`config.mk`:
```
export PLATFORM = sky130hd
export DESIGN_NAME = button_switch_debounce_packetizer
export DESIGN_NICKNAME = d
export VERILOG_FILES = /design/src/hdl/bsdp_pkg.sv /design/src/hdl/bsdp_front.sv /design/src/hdl/bsdp_queue.sv /design/src/hdl/bsdp_back.sv /design/src/hdl/button_switch_debounce_packetizer.sv
export SDC_FILE = /design/constraint.sdc
export NUM_CORES = 1
export LEC_CHECK = 0
export BUFFER_PORTS_ARGS = -buffer_cell sky130_fd_sc_hd__buf_2
export CAP_MARGIN = 20
export CORE_AREA = 3 3 109 111
export CTS_CLUSTER_SIZE = 40
export DETAILED_ROUTE_END_ITERATION = 8
export DIE_AREA = 0 0 112 114
export PLACE_DENSITY = 0.73
export SLEW_MARGIN = 15
export SYNTH_ARGS = -nofsm -noshare
export SYNTH_HDL_FRONTEND = slang
export SYNTH_SLANG_ARGS = --single-unit
```
`constraint.sdc`:
```
create_clock -name i_clk -period 3.5 [get_ports i_clk]
set_input_delay 0.525 -clock i_clk [delete_from_list [all_inputs] [get_ports i_clk]]
set_output_delay 0.525 -clock i_clk [all_outputs]
set_load 0.1 [all_outputs]
```
`src/hdl/bsdp_pkg.sv`:
```
// Shared types and constants for the button/switch debounce packetizer.
// No dependencies; used by every module in hdl/.
`timescale 1ns / 1ps
`default_nettype none

package bsdp_pkg;

    // Field widths
    localparam int BYTE_W   = 8;
    localparam int SENS_W   = 3;
    localparam int IDX_W    = 3;
    localparam int S_DATA_W = 16;
    localparam int M_DATA_W = 16;

    // Default depth of the front-to-back command queue
    localparam int QUEUE_DEPTH_DEF = 4;

    // Configuration register indexes
    localparam logic CFG_SYNC = 1'b0;
    localparam logic CFG_ADDR = 1'b1;

    // Configuration reset values
    localparam logic [BYTE_W-1:0] SYNC_RESET = 8'hFF;
    localparam logic [BYTE_W-1:0] ADDR_RESET = 8'hAA;

    // Idle port value (active low, nothing pressed)
    localparam logic [BYTE_W-1:0] PORT_IDLE = 8'hFF;

    // Click codes
    localparam logic [BYTE_W-1:0] PRESS_B7   = 8'h80;
    localparam logic [BYTE_W-1:0] PRESS_B6   = 8'h40;
    localparam logic [BYTE_W-1:0] PRESS_B5   = 8'h20;
    localparam logic [BYTE_W-1:0] RELEASE_B7 = 8'h01;
    localparam logic [BYTE_W-1:0] RELEASE_B6 = 8'h02;
    localparam logic [BYTE_W-1:0] RELEASE_B5 = 8'h04;

    // Sensitivity levels from switch bit 0
    localparam logic [SENS_W-1:0] SENS_LOW  = 3'd3;
    localparam logic [SENS_W-1:0] SENS_HIGH = 3'd4;

    // Byte positions inside a packet
    localparam logic [IDX_W-1:0] IDX_SYNC = 3'd0;
    localparam logic [IDX_W-1:0] IDX_ADDR = 3'd1;
    localparam logic [IDX_W-1:0] IDX_CODE = 3'd5;

    // Four-state debounce phase
    typedef enum logic [3:0] {
        PH_IDLE      = 4'b0001,
        PH_MAYBE_ON  = 4'b0010,
        PH_ON        = 4'b0100,
        PH_MAYBE_OFF = 4'b1000
    } t_phase;

    // One classified item handed from front to back
    typedef struct packed {
        logic              send;
        logic [BYTE_W-1:0] code;
        logic              move;
        logic              scroll;
        logic              calib;
        logic [SENS_W-1:0] sens;
        logic              inv_x;
        logic              inv_y;
    } t_cmd;

endpackage

`default_nettype wire

```
`src/hdl/bsdp_front.sv`:
```
// Front end: button and switch debounce machines, classifies each sample
// into a command. Depends on bsdp_pkg.
`timescale 1ns / 1ps
`default_nettype none

module bsdp_front (
    input  wire logic                        i_clk,
    input  wire logic                        i_rst_n,
    input  wire logic                        i_accept,
    input  wire logic [bsdp_pkg::BYTE_W-1:0] i_buttons,
    input  wire logic [bsdp_pkg::BYTE_W-1:0] i_switches,
    output bsdp_pkg::t_cmd                   o_cmd
);

    bsdp_pkg::t_phase                  r_btn_ph, n_btn_ph;
    bsdp_pkg::t_phase                  r_sw_ph, n_sw_ph;
    logic [bsdp_pkg::BYTE_W-1:0]       r_btn_snap, n_btn_snap;
    logic [bsdp_pkg::BYTE_W-1:0]       r_sw_snap, n_sw_snap;
    logic                              r_move, n_move;
    logic                              r_scroll, n_scroll;
    logic [bsdp_pkg::SENS_W-1:0]       r_sens, n_sens;
    logic                              r_inv_x, n_inv_x;
    logic                              r_inv_y, n_inv_y;
    logic                              send;
    logic                              calib;
    logic                              apply_sw;
    logic [bsdp_pkg::BYTE_W-1:0]       code;

    // Button debounce and click classification
    always_comb begin
        n_btn_ph   = r_btn_ph;
        n_btn_snap = r_btn_snap;
        n_move     = r_move;
        n_scroll   = r_scroll;
        send       = 1'b0;
        calib      = 1'b0;
        code       = '0;
        unique case (r_btn_ph)
            bsdp_pkg::PH_IDLE: begin
                if (i_buttons != bsdp_pkg::PORT_IDLE) begin
                    n_btn_ph   = bsdp_pkg::PH_MAYBE_ON;
                    n_btn_snap = i_buttons;
                end
            end
            bsdp_pkg::PH_MAYBE_ON: begin
                if (r_btn_snap == i_buttons) begin
                    n_btn_ph = bsdp_pkg::PH_ON;
                    priority if (!i_buttons[7]) begin
                        send = 1'b1;
                        code = bsdp_pkg::PRESS_B7;
                    end else if (!i_buttons[6]) begin
                        send = 1'b1;
                        code = bsdp_pkg::PRESS_B6;
                    end else if (!i_buttons[5]) begin
                        send = 1'b1;
                        code = bsdp_pkg::PRESS_B5;
                    end else begin
                        // only bits without a click code held
                        send = 1'b0;
                    end
                end else begin
                    n_btn_ph = bsdp_pkg::PH_IDLE;
                end
            end
            bsdp_pkg::PH_ON: begin
                if (r_btn_snap != i_buttons) n_btn_ph = bsdp_pkg::PH_MAYBE_OFF;
            end
            bsdp_pkg::PH_MAYBE_OFF: begin
                if (r_btn_snap == i_buttons) begin
                    n_btn_ph = bsdp_pkg::PH_ON;
                end else begin
                    // confirmed release: act on the held snapshot
                    n_btn_ph   = bsdp_pkg::PH_IDLE;
                    n_btn_snap = bsdp_pkg::PORT_IDLE;
                    priority if (!r_btn_snap[7]) begin
                        send = 1'b1;
                        code = bsdp_pkg::RELEASE_B7;
                    end else if (!r_btn_snap[6]) begin
                        send = 1'b1;
                        code = bsdp_pkg::RELEASE_B6;
                    end else if (!r_btn_snap[5]) begin
                        send = 1'b1;
                        code = bsdp_pkg::RELEASE_B5;
                    end else if (!r_btn_snap[4]) begin
                        n_move = ~r_move;
                        calib  = ~r_move;
                    end else if (!r_btn_snap[3]) begin
                        n_scroll = ~r_scroll;
                        calib    = ~r_scroll;
                    end else begin
                        // release of unused bits only ends the press
                        calib = 1'b0;
                    end
                end
            end
            default: n_btn_ph = bsdp_pkg::PH_IDLE;
        endcase
    end

    // Switch debounce; snapshot keeps the new value on a failed check
    always_comb begin
        n_sw_ph   = r_sw_ph;
        n_sw_snap = r_sw_snap;
        apply_sw  = 1'b0;
        unique case (r_sw_ph)
            bsdp_pkg::PH_IDLE: begin
                if (i_switches != r_sw_snap) begin
                    n_sw_ph   = bsdp_pkg::PH_MAYBE_ON;
                    n_sw_snap = i_switches;
                end
            end
            bsdp_pkg::PH_MAYBE_ON: begin
                if (i_switches == r_sw_snap) begin
                    n_sw_ph  = bsdp_pkg::PH_ON;
                    apply_sw = 1'b1;
                end else begin
                    n_sw_ph = bsdp_pkg::PH_IDLE;
                end
            end
            bsdp_pkg::PH_ON: begin
                if (i_switches != r_sw_snap) begin
                    n_sw_ph   = bsdp_pkg::PH_MAYBE_OFF;
                    n_sw_snap = i_switches;
                end
            end
            bsdp_pkg::PH_MAYBE_OFF: begin
                if (i_switches == r_sw_snap) begin
                    n_sw_ph  = bsdp_pkg::PH_IDLE;
                    apply_sw = 1'b1;
                end else begin
                    n_sw_ph = bsdp_pkg::PH_ON;
                end
            end
            default: n_sw_ph = bsdp_pkg::PH_IDLE;
        endcase
    end

    // Switch mapping: bit 0 low -> high sensitivity, bits 2/3 high -> inverted
    always_comb begin
        n_sens  = r_sens;
        n_inv_x = r_inv_x;
        n_inv_y = r_inv_y;
        if (apply_sw) begin
            n_sens  = i_switches[0] ? bsdp_pkg::SENS_LOW : bsdp_pkg::SENS_HIGH;
            n_inv_x = i_switches[2];
            n_inv_y = i_switches[3];
        end
    end

    // Command carries status after this sample
    always_comb begin
        o_cmd.send   = send;
        o_cmd.code   = code;
        o_cmd.move   = n_move;
        o_cmd.scroll = n_scroll;
        o_cmd.calib  = calib;
        o_cmd.sens   = n_sens;
        o_cmd.inv_x  = n_inv_x;
        o_cmd.inv_y  = n_inv_y;
    end

    always_ff @(posedge i_clk) begin
        if (!i_rst_n) begin
            r_btn_ph   <= bsdp_pkg::PH_IDLE;
            r_sw_ph    <= bsdp_pkg::PH_IDLE;
            r_btn_snap <= bsdp_pkg::PORT_IDLE;
            r_sw_snap  <= bsdp_pkg::PORT_IDLE;
            r_move     <= 1'b0;
            r_scroll   <= 1'b0;
            r_sens     <= '0;
            r_inv_x    <= 1'b0;
            r_inv_y    <= 1'b0;
        end else if (i_accept) begin
            r_btn_ph   <= n_btn_ph;
            r_sw_ph    <= n_sw_ph;
            r_btn_snap <= n_btn_snap;
            r_sw_snap  <= n_sw_snap;
            r_move     <= n_move;
            r_scroll   <= n_scroll;
            r_sens     <= n_sens;
            r_inv_x    <= n_inv_x;
            r_inv_y    <= n_inv_y;
        end
    end

endmodule

`default_nettype wire

```
`src/hdl/bsdp_queue.sv`:
```
// Small command queue between front and back.
// Depends on bsdp_pkg for the command type.
`timescale 1ns / 1ps
`default_nettype none

module bsdp_queue #(
    parameter int DEPTH = bsdp_pkg::QUEUE_DEPTH_DEF
) (
    input  wire logic     i_clk,
    input  wire logic     i_rst_n,
    input  wire logic     i_push,
    input  wire bsdp_pkg::t_cmd i_data,
    output logic          o_full,
    input  wire logic     i_pop,
    output logic          o_empty,
    output bsdp_pkg::t_cmd o_data
);

    localparam int PTR_W = (DEPTH > 1) ? $clog2(DEPTH) : 1;
    localparam int CNT_W = $clog2(DEPTH + 1);

    bsdp_pkg::t_cmd   r_mem [DEPTH];
    logic [PTR_W-1:0] r_wr_ptr, r_rd_ptr;
    logic [CNT_W-1:0] r_count;

    assign o_full  = (r_count == CNT_W'(DEPTH));
    assign o_empty = (r_count == '0);
    assign o_data  = r_mem[r_rd_ptr];

    // Storage write
    always_ff @(posedge i_clk) begin
        if (i_push) r_mem[r_wr_ptr] <= i_data;
    end

    // Pointers and fill count
    always_ff @(posedge i_clk) begin
        if (!i_rst_n) begin
            r_wr_ptr <= '0;
            r_rd_ptr <= '0;
            r_count  <= '0;
        end else begin
            if (i_push) begin
                r_wr_ptr <= (r_wr_ptr == PTR_W'(DEPTH - 1)) ? '0 : r_wr_ptr + 1'b1;
            end
            if (i_pop) begin
                r_rd_ptr <= (r_rd_ptr == PTR_W'(DEPTH - 1)) ? '0 : r_rd_ptr + 1'b1;
            end
            unique case ({i_push, i_pop})
                2'b10:   r_count <= r_count + 1'b1;
                2'b01:   r_count <= r_count - 1'b1;
                default: r_count <= r_count;
            endcase
        end
    end

    a_no_overfill: assert property (@(posedge i_clk) disable iff (!i_rst_n)
        i_push |-> (!o_full || i_pop))
        else $error("queue written while full");
    a_no_underrun: assert property (@(posedge i_clk) disable iff (!i_rst_n)
        i_pop |-> !o_empty)
        else $error("queue read while empty");

endmodule

`default_nettype wire

```
`src/hdl/bsdp_back.sv`:
```
// Back end: turns queued commands into output items via a registered output stage,
// one per cycle unless stalled. Holds the config registers. Depends on bsdp_pkg.
`timescale 1ns / 1ps
`default_nettype none

module bsdp_back (
    input  wire logic                          i_clk,
    input  wire logic                          i_rst_n,
    input  wire logic                          i_cfg_we,
    input  wire logic                          i_cfg_addr,
    input  wire logic [bsdp_pkg::BYTE_W-1:0]   i_cfg_wdata,
    input  wire bsdp_pkg::t_cmd                i_cmd,
    input  wire logic                          i_empty,
    output logic                               o_pop,
    output logic                               o_m_tvalid,
    input  wire logic                          i_m_tready,
    output logic [bsdp_pkg::M_DATA_W-1:0]      o_m_tdata,
    output logic                               o_m_tlast,
    output logic                               o_m_tuser
);

    logic [bsdp_pkg::BYTE_W-1:0]   r_sync, r_addr;
    logic [bsdp_pkg::IDX_W-1:0]    r_idx;
    logic                          r_m_tvalid;
    logic [bsdp_pkg::M_DATA_W-1:0] r_m_tdata;
    logic                          r_m_tlast;
    logic                          r_m_tuser;
    logic                          can_load;
    logic                          advance;
    logic                          is_last;
    logic [bsdp_pkg::BYTE_W-1:0]   tx_byte;

    // Configuration writes
    always_ff @(posedge i_clk) begin
        if (!i_rst_n) begin
            r_sync <= bsdp_pkg::SYNC_RESET;
            r_addr <= bsdp_pkg::ADDR_RESET;
        end else if (i_cfg_we) begin
            unique case (i_cfg_addr)
                bsdp_pkg::CFG_SYNC: r_sync <= i_cfg_wdata;
                bsdp_pkg::CFG_ADDR: r_addr <= i_cfg_wdata;
                default: ;
            endcase
        end
    end

    // Step through the head command; pop on its final item
    assign can_load = !r_m_tvalid || i_m_tready;
    assign advance  = can_load && !i_empty;
    assign is_last  = !i_cmd.send || (r_idx == bsdp_pkg::IDX_CODE);
    assign o_pop    = advance && is_last;

    // Packet byte at the current position
    always_comb begin
        tx_byte = '0;
        if (i_cmd.send) begin
            priority if (r_idx == bsdp_pkg::IDX_SYNC) tx_byte = r_sync;
            else if (r_idx == bsdp_pkg::IDX_ADDR) tx_byte = r_addr;
            else if (r_idx == bsdp_pkg::IDX_CODE) tx_byte = i_cmd.code;
            else tx_byte = '0;
        end
    end

    always_ff @(posedge i_clk) begin
        if (!i_rst_n) begin
            r_idx      <= '0;
            r_m_tvalid <= 1'b0;
        end else begin
            if (advance) begin
                r_idx <= is_last ? '0 : r_idx + 1'b1;
            end
            if (can_load) r_m_tvalid <= !i_empty;
        end
    end

    // Output payload register
    always_ff @(posedge i_clk) begin
        if (advance) begin
            r_m_tdata <= {i_cmd.inv_y, i_cmd.inv_x, i_cmd.sens, i_cmd.calib,
                          i_cmd.scroll, i_cmd.move, tx_byte};
            r_m_tlast <= is_last;
            r_m_tuser <= i_cmd.send;
        end
    end

    assign o_m_tvalid = r_m_tvalid;
    assign o_m_tdata  = r_m_tdata;
    assign o_m_tlast  = r_m_tlast;
    assign o_m_tuser  = r_m_tuser;

    a_mid_packet_held: assert property (@(posedge i_clk) disable iff (!i_rst_n)
        (r_idx != '0) |-> (!i_empty && i_cmd.send))
        else $error("packet position advanced without a held packet command");
    a_idx_range: assert property (@(posedge i_clk) disable iff (!i_rst_n)
        r_idx <= bsdp_pkg::IDX_CODE)
        else $error("packet position out of range");
    a_no_byte_is_last: assert property (@(posedge i_clk) disable iff (!i_rst_n)
        (r_m_tvalid && !r_m_tuser) |-> r_m_tlast)
        else $error("item without packet byte not marked last");

endmodule

`default_nettype wire

```
`src/hdl/button_switch_debounce_packetizer.sv`:
```
// Top level of the button/switch debounce packetizer: front, queue, back.
// Depends on bsdp_pkg, bsdp_front, bsdp_queue, bsdp_back.
//
//  channel | direction | handshake           | payload
//  --------+-----------+---------------------+----------------------------------------
//  s       | in        | i_s_tvalid/o_s_tready | tdata[7:0] buttons, [15:8] switches
//  m       | out       | o_m_tvalid/i_m_tready | tdata, tlast = last, tuser = byte_valid
//  cfg     | in        | i_cfg_we            | i_cfg_addr index, i_cfg_wdata value
//
// A sample is accepted every cycle while the command queue has room.
// Each sample yields one output item, or six for a click packet; the back end
// emits one item per cycle while the output is not stalled.
// An accepted sample passes the queue storage and the back end output register.
// Synchronous active-low reset; no clearing pass, a sample can be taken at the
// first edge after reset is released.
// An output stall fills the queue, after which o_s_tready drops.
`timescale 1ns / 1ps
`default_nettype none

module button_switch_debounce_packetizer #(
    parameter int QUEUE_DEPTH = bsdp_pkg::QUEUE_DEPTH_DEF
) (
    input  wire logic                          i_clk,
    input  wire logic                          i_rst_n,
    // config write port
    input  wire logic                          i_cfg_we,
    input  wire logic                          i_cfg_addr,
    input  wire logic [bsdp_pkg::BYTE_W-1:0]   i_cfg_wdata,
    // sample stream
    input  wire logic                          i_s_tvalid,
    output logic                               o_s_tready,
    input  wire logic [bsdp_pkg::S_DATA_W-1:0] i_s_tdata,  // [7:0] buttons, [15:8] switches
    // packet stream
    output logic                               o_m_tvalid,
    input  wire logic                          i_m_tready,
    // [7:0] tx_byte, [8] move_enable, [9] scroll_enable, [10] calibrate_request,
    // [13:11] sensitivity, [14] invert_x_negative, [15] invert_y_negative
    output logic [bsdp_pkg::M_DATA_W-1:0]      o_m_tdata,
    output logic                               o_m_tlast,
    output logic                               o_m_tuser   // [0] byte_valid
);

    logic           s_accept;
    logic           q_full, q_empty, q_pop;
    bsdp_pkg::t_cmd front_cmd, head_cmd;

    assign o_s_tready = !q_full;
    assign s_accept   = i_s_tvalid && !q_full;

    bsdp_front u_front (
        .i_clk      (i_clk),
        .i_rst_n    (i_rst_n),
        .i_accept   (s_accept),
        .i_buttons  (i_s_tdata[7:0]),
        .i_switches (i_s_tdata[15:8]),
        .o_cmd      (front_cmd)
    );

    bsdp_queue #(
        .DEPTH (QUEUE_DEPTH)
    ) u_queue (
        .i_clk   (i_clk),
        .i_rst_n (i_rst_n),
        .i_push  (s_accept),
        .i_data  (front_cmd),
        .o_full  (q_full),
        .i_pop   (q_pop),
        .o_empty (q_empty),
        .o_data  (head_cmd)
    );

    bsdp_back u_back (
        .i_clk       (i_clk),
        .i_rst_n     (i_rst_n),
        .i_cfg_we    (i_cfg_we),
        .i_cfg_addr  (i_cfg_addr),
        .i_cfg_wdata (i_cfg_wdata),
        .i_cmd       (head_cmd),
        .i_empty     (q_empty),
        .o_pop       (q_pop),
        .o_m_tvalid  (o_m_tvalid),
        .i_m_tready  (i_m_tready),
        .o_m_tdata   (o_m_tdata),
        .o_m_tlast   (o_m_tlast),
        .o_m_tuser   (o_m_tuser)
    );

endmodule

`default_nettype wire

```
==> results of run 1 <==
[flip-flops by register name (all words and copies together) (netlist names), 4 cells and up, named ones only]
register            count
u_front.r_sw_snap       8
u_back.r_sync           8
u_front.r_btn_ph        4
u_back.o_m_tdata       16
u_front.r_sw_ph         4
u_front.r_btn_snap      8
u_queue.r_mem          60
u_back.r_addr           8
[worst register-to-register path: cells and delay by family (launching register included)]
| family | cells | cell delay, ps |
|---|---|---|
| buffers and inverters | 1 | 240 |
| AOI/OAI and AO/OA | 1 | 150 |
| xor gates and xnor gates | 1 | 160 |
| muxes | 1 | 330 |
| and+or+nand+nor | 3 | 630 |
| DFF | 1 | 300 |
| adders and majority gates | 2 | 680 |
[per-layer routing]
layer  GRT usage [%]  part of all wire, %  vias up
met3            4.77                  4.0       19
li1                -                    -     1890
met4            8.81                  2.1        0
met1            24.4                   42     1846
met2            31.9                   52       78
met5               0                    0        -
[path summary, 6_finish.rpt]
check	start	end	slack, ps	depth (start not counted)
setup / recovery	register	u_queue.r_count[2]	930	9
hold / removal	i_cfg_wdata[5]	u_back.r_addr[5]	230	3
setup reg to reg	register	u_queue.r_count[2]	930	9
hold reg to reg	u_back.r_addr[0]	u_back.r_addr[0]	460	2
[area by class of cell]
class	instances	area (µm²)	area share (%)
clock buffers	22	443	6.41
clock inverters	10	148	2.14
inverters	11	43.8	0.633
multi-input cells	322	2290	33.1
flip-flops and latches	138	3540	51.2
well taps	140	175	2.53
repair buffers	53	275	3.98
[Yosys cell counts, types with 5 or more instances]
library cell,number
nand2b_1,11
clkbuf_1,13
and3_1,5
buf_2,9
edfxtp_1,78
a21oi_1,18
ha_1,10
and2_1,11
nor3_1,10
dfxtp_1,60
o21ai_0,11
a2bb2oi_1,8
xor2_1,14
inv_1,10
mux2i_1,19
a22oi_1,6
xnor2_1,11
nor2_1,36
nand3_1,23
nand2_1,69
mux4_2,15
[kinds of logic after synthesis]
group / synth area share, %
AOI/OAI and AO/OA: 5.76
xor gates and xnor gates: 3.64
adders and majority gates: 2.41
buffers and inverters: 3.12
DFF: 58.9
muxes: 9.53
and+or+nand+nor: 16.6
[power breakdown]
group	total [mW]	leakage [nW]	switching (mW)	internal, mW
registers	2.19	1.26	0.134	2.05
logic	1.96	1.06	1.46	0.505
clock network	1.78	0.292	0.612	1.17
total	5.93	2.61	2.20	3.73
==> reports/results.tsv, run 1 <==
stage	metric	value	unit
layout	Total Nets Final	584	
synth	YS warnings	0	
clocking	TritonCTS buffer count	17	
clocking	Root Buffer	clkbuf_8	
grt	global-route wire length before repair	19.3	mm
layout	Post-Layout Cell Count	696	
grt	vias in the first global route	3899	
power_and_ir_drop	pwr dens	857	nW/µm²
sta	setup slack after layout	929	ps
setup_path	CP peak stage delay	440	ps
floorplanning	Initial Util	55.2	%
setup_path	CP endpoint kind	register	
clocking	H-tree levels	4	
synth	largest cells by area after synthesis	edfxtp_1 (39%), dfxtp_1 (20%), mux4_2 (5.6%), nand2_1 (4.3%), mux2i_1 (3.2%)	
grt	initial antenna violation count	0	
clocking	clock transition at the registers of the reported paths	60	ps
clocking	post-CTS sizing	0	
synth	EDFF count, synth	78	
drt	final wirelength	11.4	mm
hold_path	worst min path class	in2reg	
drt	iteration count of the initial detailed-routing pass	4	
grt	GR Overflow Total	0	
outcome	outcome	finished clean	
setup_path	CP Cell Sequence	buf_4 -> mux4_2 -> nand2_1 -> and2_1 -> ha_1 -> fa_1 -> xnor2_1 -> or3_1 -> a21oi_1	
drt	drt drc	0	
synth	Post-Syn Area	6010	µm²
sta	# setup viols final	0	
clocking	worst-skew pair later-pin latency	520	ps
sta	Rel. slew slack	34.3	%
power_and_ir_drop	Lkg Pwr	2.61	nW
synth	Top FF cell, synth	edfxtp_1	
clocking	hold_buf cts	0	
synth	Mapped Cells	500	
job	Max Cap Violations	0	
clocking	worst-case clock buffer depth	2	
synth	average cell area after synthesis	12.0	µm²
floorplanning	core area	10900	µm²
sta	WHS	233	ps
layout	layout cells sized above 1	20.0	%
drt	DRT iter0 DRCs	167	
setup_path	Crit Path Class	reg2reg	
power_and_ir_drop	maximum vdd drop	700	µV
grt	largest net degree at the start of global routing	38	
sta	Final Max Slew Viols	0	
setup_path	crit path DAT	3000	ps
clocking	CTS sink cnt	138	
floorplanning	Ports	50	
setup_path	delay-heaviest family, CP	adder cells	
sta	Final period util	73.4	%
sta	Fin. Hold Viols	0	
clocking	post-CTS setup buffers	0	
synth	Synth async-reset ratio	0	%
floorplanning	die footprint	12800	µm²
floorplanning	site row count	38	
placed_design	HPWL after DPL	7.61	mm
sta	f_max	0.389	GHz
sta	Clock Skew	7.85	ps
drt	WL/cell	16.4	µm
drt	vias per inst	5.51	
floorplanning	Die H	114	µm
layout	most common cell after layout, fill and taps aside	edfxtp_1	
floorplanning	Die Wd	112	µm
sta	worst slew pin tran	985	ps
synth	synthesized net count	541	
setup_path	Buf+Inv Stages, Crit Path	1	
placed_design	RePlAce Congestion	0.762	
layout	# diodes	0	
drt	via count	3833	
sta	Min Clock Period, post-route	2570	ps
drt	remaining antenna violation count	0	
setup_path	Crit Path Max Fanout	15	
layout	area grow syn2layout	15.0	%
grt	GRT Util Overall	19.4	%
power_and_ir_drop	Power Total	5.93	mW
setup_path	startpoint class of the critical path	register	
placed_design	dpl cells	664	
synth	Cell variety after synth	53	
setup_path	data required time of the critical path	3930	ps
placed_design	worst slack at placement	948	ps
layout	filler cell count	858	
sta	Setup TNS Final	0	ps
synth	share of the synthesized area in the top cell type	39.0	%
clocking	CTS tree	yes	
placed_design	dpl cell area	6320	µm²
synth	#FFs+latches synth	138	
setup_path	Slowest-stage cell, CP	fa_1	
layout	Post-Layout Inst Area	6910	µm²
layout	Final Util	63.5	%
sta	RSZ-0062 raised after global routing	no	
synth	area leader, netlist	edfxtp_1	
synth	register area share after synthesis	58.9	%
placed_design	Port-buffer cells	49	
layout	most frequent cells in the layout	edfxtp_1 (78), nand2_1 (69), dfxtp_1 (60), buf_2 (49), nor2_1 (36)	
No activity file was read; power rests on OpenSTA's default activity.
==> run 2: changes to the inputs <==
--- a/config.mk
+++ b/config.mk
@@ -5,13 +5,14 @@
 export SDC_FILE = /design/constraint.sdc
 export NUM_CORES = 1
 export LEC_CHECK = 0
+export ABC_AREA = 1
 export BUFFER_PORTS_ARGS = -buffer_cell sky130_fd_sc_hd__buf_2
 export CAP_MARGIN = 20
-export CORE_AREA = 3 3 109 111
+export CORE_AREA = 3 3 110 112
 export CTS_CLUSTER_SIZE = 40
 export DETAILED_ROUTE_END_ITERATION = 8
-export DIE_AREA = 0 0 112 114
-export PLACE_DENSITY = 0.73
+export DIE_AREA = 0 0 113 115
+export PLACE_DENSITY = 0.75
 export SLEW_MARGIN = 15
 export SYNTH_ARGS = -nofsm -noshare
 export SYNTH_HDL_FRONTEND = slang
==> constraint.sdc (replaced) <==
create_clock -name i_clk -period 2.1 [get_ports i_clk]
set_input_delay 0.315 -clock i_clk [delete_from_list [all_inputs] [get_ports i_clk]]
set_output_delay 0.315 -clock i_clk [all_outputs]
set_load 0.1 [all_outputs]
==> run 2 against run 1 <==
  * Setup slack worse by 830 ps
  * Via count rose by 21%
  * Largest cell class unchanged
  * Largest power group is now combinational cells
  * Worst hold slack worse by 110 ps
  * Sequential cell count is the same
  * Register-to-register slack lost 830 ps
  * Die area up 1.8%
  * Synthesized cell count increased by 31%
  * Area after synthesis stayed put
==> reports/results.tsv, run 2 <==
stage	metric	value	unit	change
outcome	outcome	finished clean		
grt	initial antenna violation count	0		unchanged
layout	Reg with most FFs	u_queue.r_mem		
layout	# diodes	0		unchanged
synth	register area share after synthesis	58.9	%	unchanged
sta	Rel. slew slack	61.1	%	+27 points
clocking	CTS tree	yes		
power_and_ir_drop	Int Pwr	6.72	mW	+80%
placed_design	RePlAce Congestion	0.873		+15%
sta	Min Clock Period, post-route	2000	ps	-573 ps
synth	Post-Syn Area	6010	µm²	unchanged
sta	Final period util	95.1	%	+22 points
grt	GRT Util Overall	20.2	%	+0.81 points
synth	Synth Area in Adders	2.41	%	unchanged
floorplanning	die footprint	13000	µm²	+1.8%
drt	iteration count of the initial detailed-routing pass	5		+1
placed_design	Port-buffer cells	49		unchanged
sta	# setup viols final	0		unchanged
sta	Clock Skew	6.38	ps	-1.47 ps
synth	area leader, netlist	edfxtp_1		
floorplanning	Die Wd	113	µm	+0.89%
setup_path	data required time of the critical path	2430	ps	-1500 ps
power_and_ir_drop	Sw Ratio	41.1	%	+3.9 points
synth	post-synthesis simple-gate area fraction	22.3	%	+5.7 points
drt	via count	4652		+21%
layout	Total Nets Final	761		+30%
drt	final wirelength	12.6	mm	+9.9%
sta	Fin. Hold Viols	0		unchanged
job	Max Cap Violations	0		unchanged
grt	vias in the first global route	4476		+15%
synth	YS warnings	0		unchanged
synth	Synth top cells by count	nand2_1 (139), nor2_1 (83), edfxtp_1 (78)		
drt	drt drc	0		unchanged
power_and_ir_drop	pwr dens	1590	nW/µm²	+85%
power_and_ir_drop	maximum vdd drop	953	µV	+36%
layout	most frequent cells in the layout	nand2_1 (137), nor2_1 (83), edfxtp_1 (78), dfxtp_1 (58), nand3_1 (57)		
clocking	clock transition at the registers of the reported paths	60	ps	about the same
synth	count leader, synth	nand2_1		
layout	area grow syn2layout	19.4	%	
sta	WHS	120	ps	-112 ps
setup_path	Crit Path Class	reg2reg		
drt	DR top layer	met4		
sta	f_max	0.501	GHz	+29%
synth	mux cell area share after synthesis	0	%	-9.5 points
hold_path	worst min path class	in2reg		
layout	Final Util	63.4	%	-0.096 points
setup_path	CP peak stage delay	360	ps	-80 ps
sta	worst slew pin tran	581	ps	-403 ps
synth	Top FF cell, synth	edfxtp_1		
synth	Mapped Cells	653		+31%
sta	Final Max Slew Viols	0		unchanged
clocking	H-tree levels	4		unchanged
drt	WL/cell	14.3	µm	-13%
layout	filler cell count	901		+5.0%
drt	vias per inst	5.31		-3.6%
floorplanning	Die H	115	µm	+0.88%
synth	largest family of logic cells by synthesized area	simple AND/OR/NAND/NOR gates		
clocking	worst-case clock buffer depth	2		unchanged
drt	met3 WL	743	µm	+61%
layout	layout cells sized above 1	18.3	%	-1.7 points
power_and_ir_drop	Clk pwr share	26.4	%	-3.6 points
synth	Synth Area in Compound Gates	8.84	%	+3.1 points
synth	#FFs+latches synth	138		unchanged
synth	XOR/XNOR share of the synthesized area	2.04	%	-1.6 points
floorplanning	Ports	50		unchanged
setup_path	CP endpoint kind	register		
drt	routed wl met2	6.15	mm	+4.4%
synth	share of the synthesized area in the top cell type	39.0	%	unchanged
power_and_ir_drop	Logic pwr share	39.2	%	+6.1 points
synth	EDFF count, synth	78		unchanged
grt	largest net degree at the start of global routing	29		-24%
setup_path	CP Cell Sequence	inv_2 -> nand2_1 -> nand3_2 -> and2_4 -> nand2_4 -> nand2_4 -> inv_2 -> ha_4 -> fa_2 -> a21oi_2 -> o21a_1 -> o21ai_0 -> a21oi_1		
setup_path	Crit Path Max Fanout	4		-11
grt	GR Overflow Total	0		unchanged
layout	max reg flops	60		unchanged
grt	global-route wire length before repair	20.8	mm	+8.0%
placed_design	HPWL after DPL	8.23	mm	+8.1%
synth	Synth async-reset ratio	0	%	unchanged
setup_path	Slowest-stage cell, CP	dfxtp_4		
clocking	worst-skew pair later-pin latency	410	ps	-110 ps
power_and_ir_drop	Switch Pwr	4.68	mW	+110%
drt	M1 WL	5.50	mm	+14%
power_and_ir_drop	Lkg Pwr	3.10	nW	+19%
clocking	CTS sink cnt	138		unchanged
floorplanning	site row count	39		+2.6%
drt	DRT iter0 DRCs	297		+78%
layout	most common cell after layout, fill and taps aside	nand2_1		
synth	synthesized net count	694		+28%
floorplanning	Initial Util	53.1	%	-2.1 points
floorplanning	core area	11300	µm²	+4.0%
setup_path	startpoint class of the critical path	register		
drt	remaining antenna violation count	0		unchanged
synth	average cell area after synthesis	9.21	µm²	-23%
clocking	Root Buffer	clkbuf_16		
synth	Cell variety after synth	40		-25%
power_and_ir_drop	sequential share of power	34.5	%	-2.4 points
clocking	TritonCTS buffer count	17		unchanged
setup_path	crit path DAT	2330	ps	-670 ps
synth	largest cells by area after synthesis	edfxtp_1 (39%), dfxtp_1 (20%), nand2_1 (8.7%), nor2_1 (5.2%), nand3_1 (4.9%)		
## run 2: changes by cell type after synthesis, sizes merged, moves of 8 or more
cell / delta
nand2: +77
a2bb2oi: -8
o21ai: +39
mux4: -15
o22ai: +14
xor2: -13
nor2: +51
mux2i: -19
and2: -11
nand2b: -11
buf: -9
nand3: +36
inv: +53
## run 2: cell type report
| cell class | count | area [µm²] | share of cell area (%) |
|---|---|---|---|
| clock buffers | 20 | 457 | 6.36 |
| clock inverters | 12 | 148 | 2.06 |
| inverters | 65 | 254 | 3.54 |
| multi-input cells | 431 | 2210 | 30.8 |
| flip-flops and latches | 138 | 3550 | 49.5 |
| well taps | 143 | 179 | 2.49 |
| repair buffers | 67 | 380 | 5.30 |
## run 2: what timing repair did
item                       in CTS  in global routing
setup endpoints to repair       1                  1
setup buffers                   0                  2
hold buffers                    0                  0
resized for setup               2                  6
pin swaps                       0                  3
## run 2: cells by family after synthesis
logic type / Yosys count
fa+ha+maj: 11
buf+inv: 84
flops: 138
xor+xnor: 14
simple gates: 311
compound gates: 95
## run 2: worst paths after layout
| check | start | to | slack, ps | depth (start not counted) |
|---|---|---|---|---|
| setup / recovery | register | u_queue.r_count[2] | 100 | 13 |
| hold / removal | i_cfg_wdata[7] | u_back.r_addr[7] | 120 | 3 |
| setup reg to reg | register | u_queue.r_count[2] | 100 | 13 |
| hold reg to reg | u_back.r_sync[0] | u_back.r_sync[0] | 450 | 2 |
## run 2: routing by layer
metal	vias to the layer above	track usage, %
met1	2181	25.8
li1	2325	-
met4	0	7.05
met3	16	5.11
met2	130	33.6
met5	-	0
## run 2: worst max-delay path, delay by kind of cell (launching register included)
kind	cells	cell delay, ps
buf+inv	2	120
simple gates	5	450
fa+ha+maj	2	510
flops	1	360
compound gates	4	490
## run 2: through the flow
stage	worst slack, ps	TNS (ps)	area (µm²)	cells	power, mW
detailed placement	18.5	0	6530	842	8.33
global placement	160	0	6530	842	8.19
floorplan	19.5	0	6070	653	7.41
CTS	3.55	0	7140	874	11.4
finish	103	0	7180	876	11.4
global route	-26.1	-26.1	7180	876	12.0
## run 2: power by group through the flow
stage / Sequential [mW] / Clock [mW] / Combinational (mW)
after floorplan: 5.34 / 0 / 2.08
after global placement: 3.94 / 0 / 4.25
after detailed placement: 3.97 / 0 / 4.36
after CTS: 3.92 / 3.04 / 4.41
after global routing: 4.00 / 3.17 / 4.87
final: 3.93 / 3.01 / 4.46
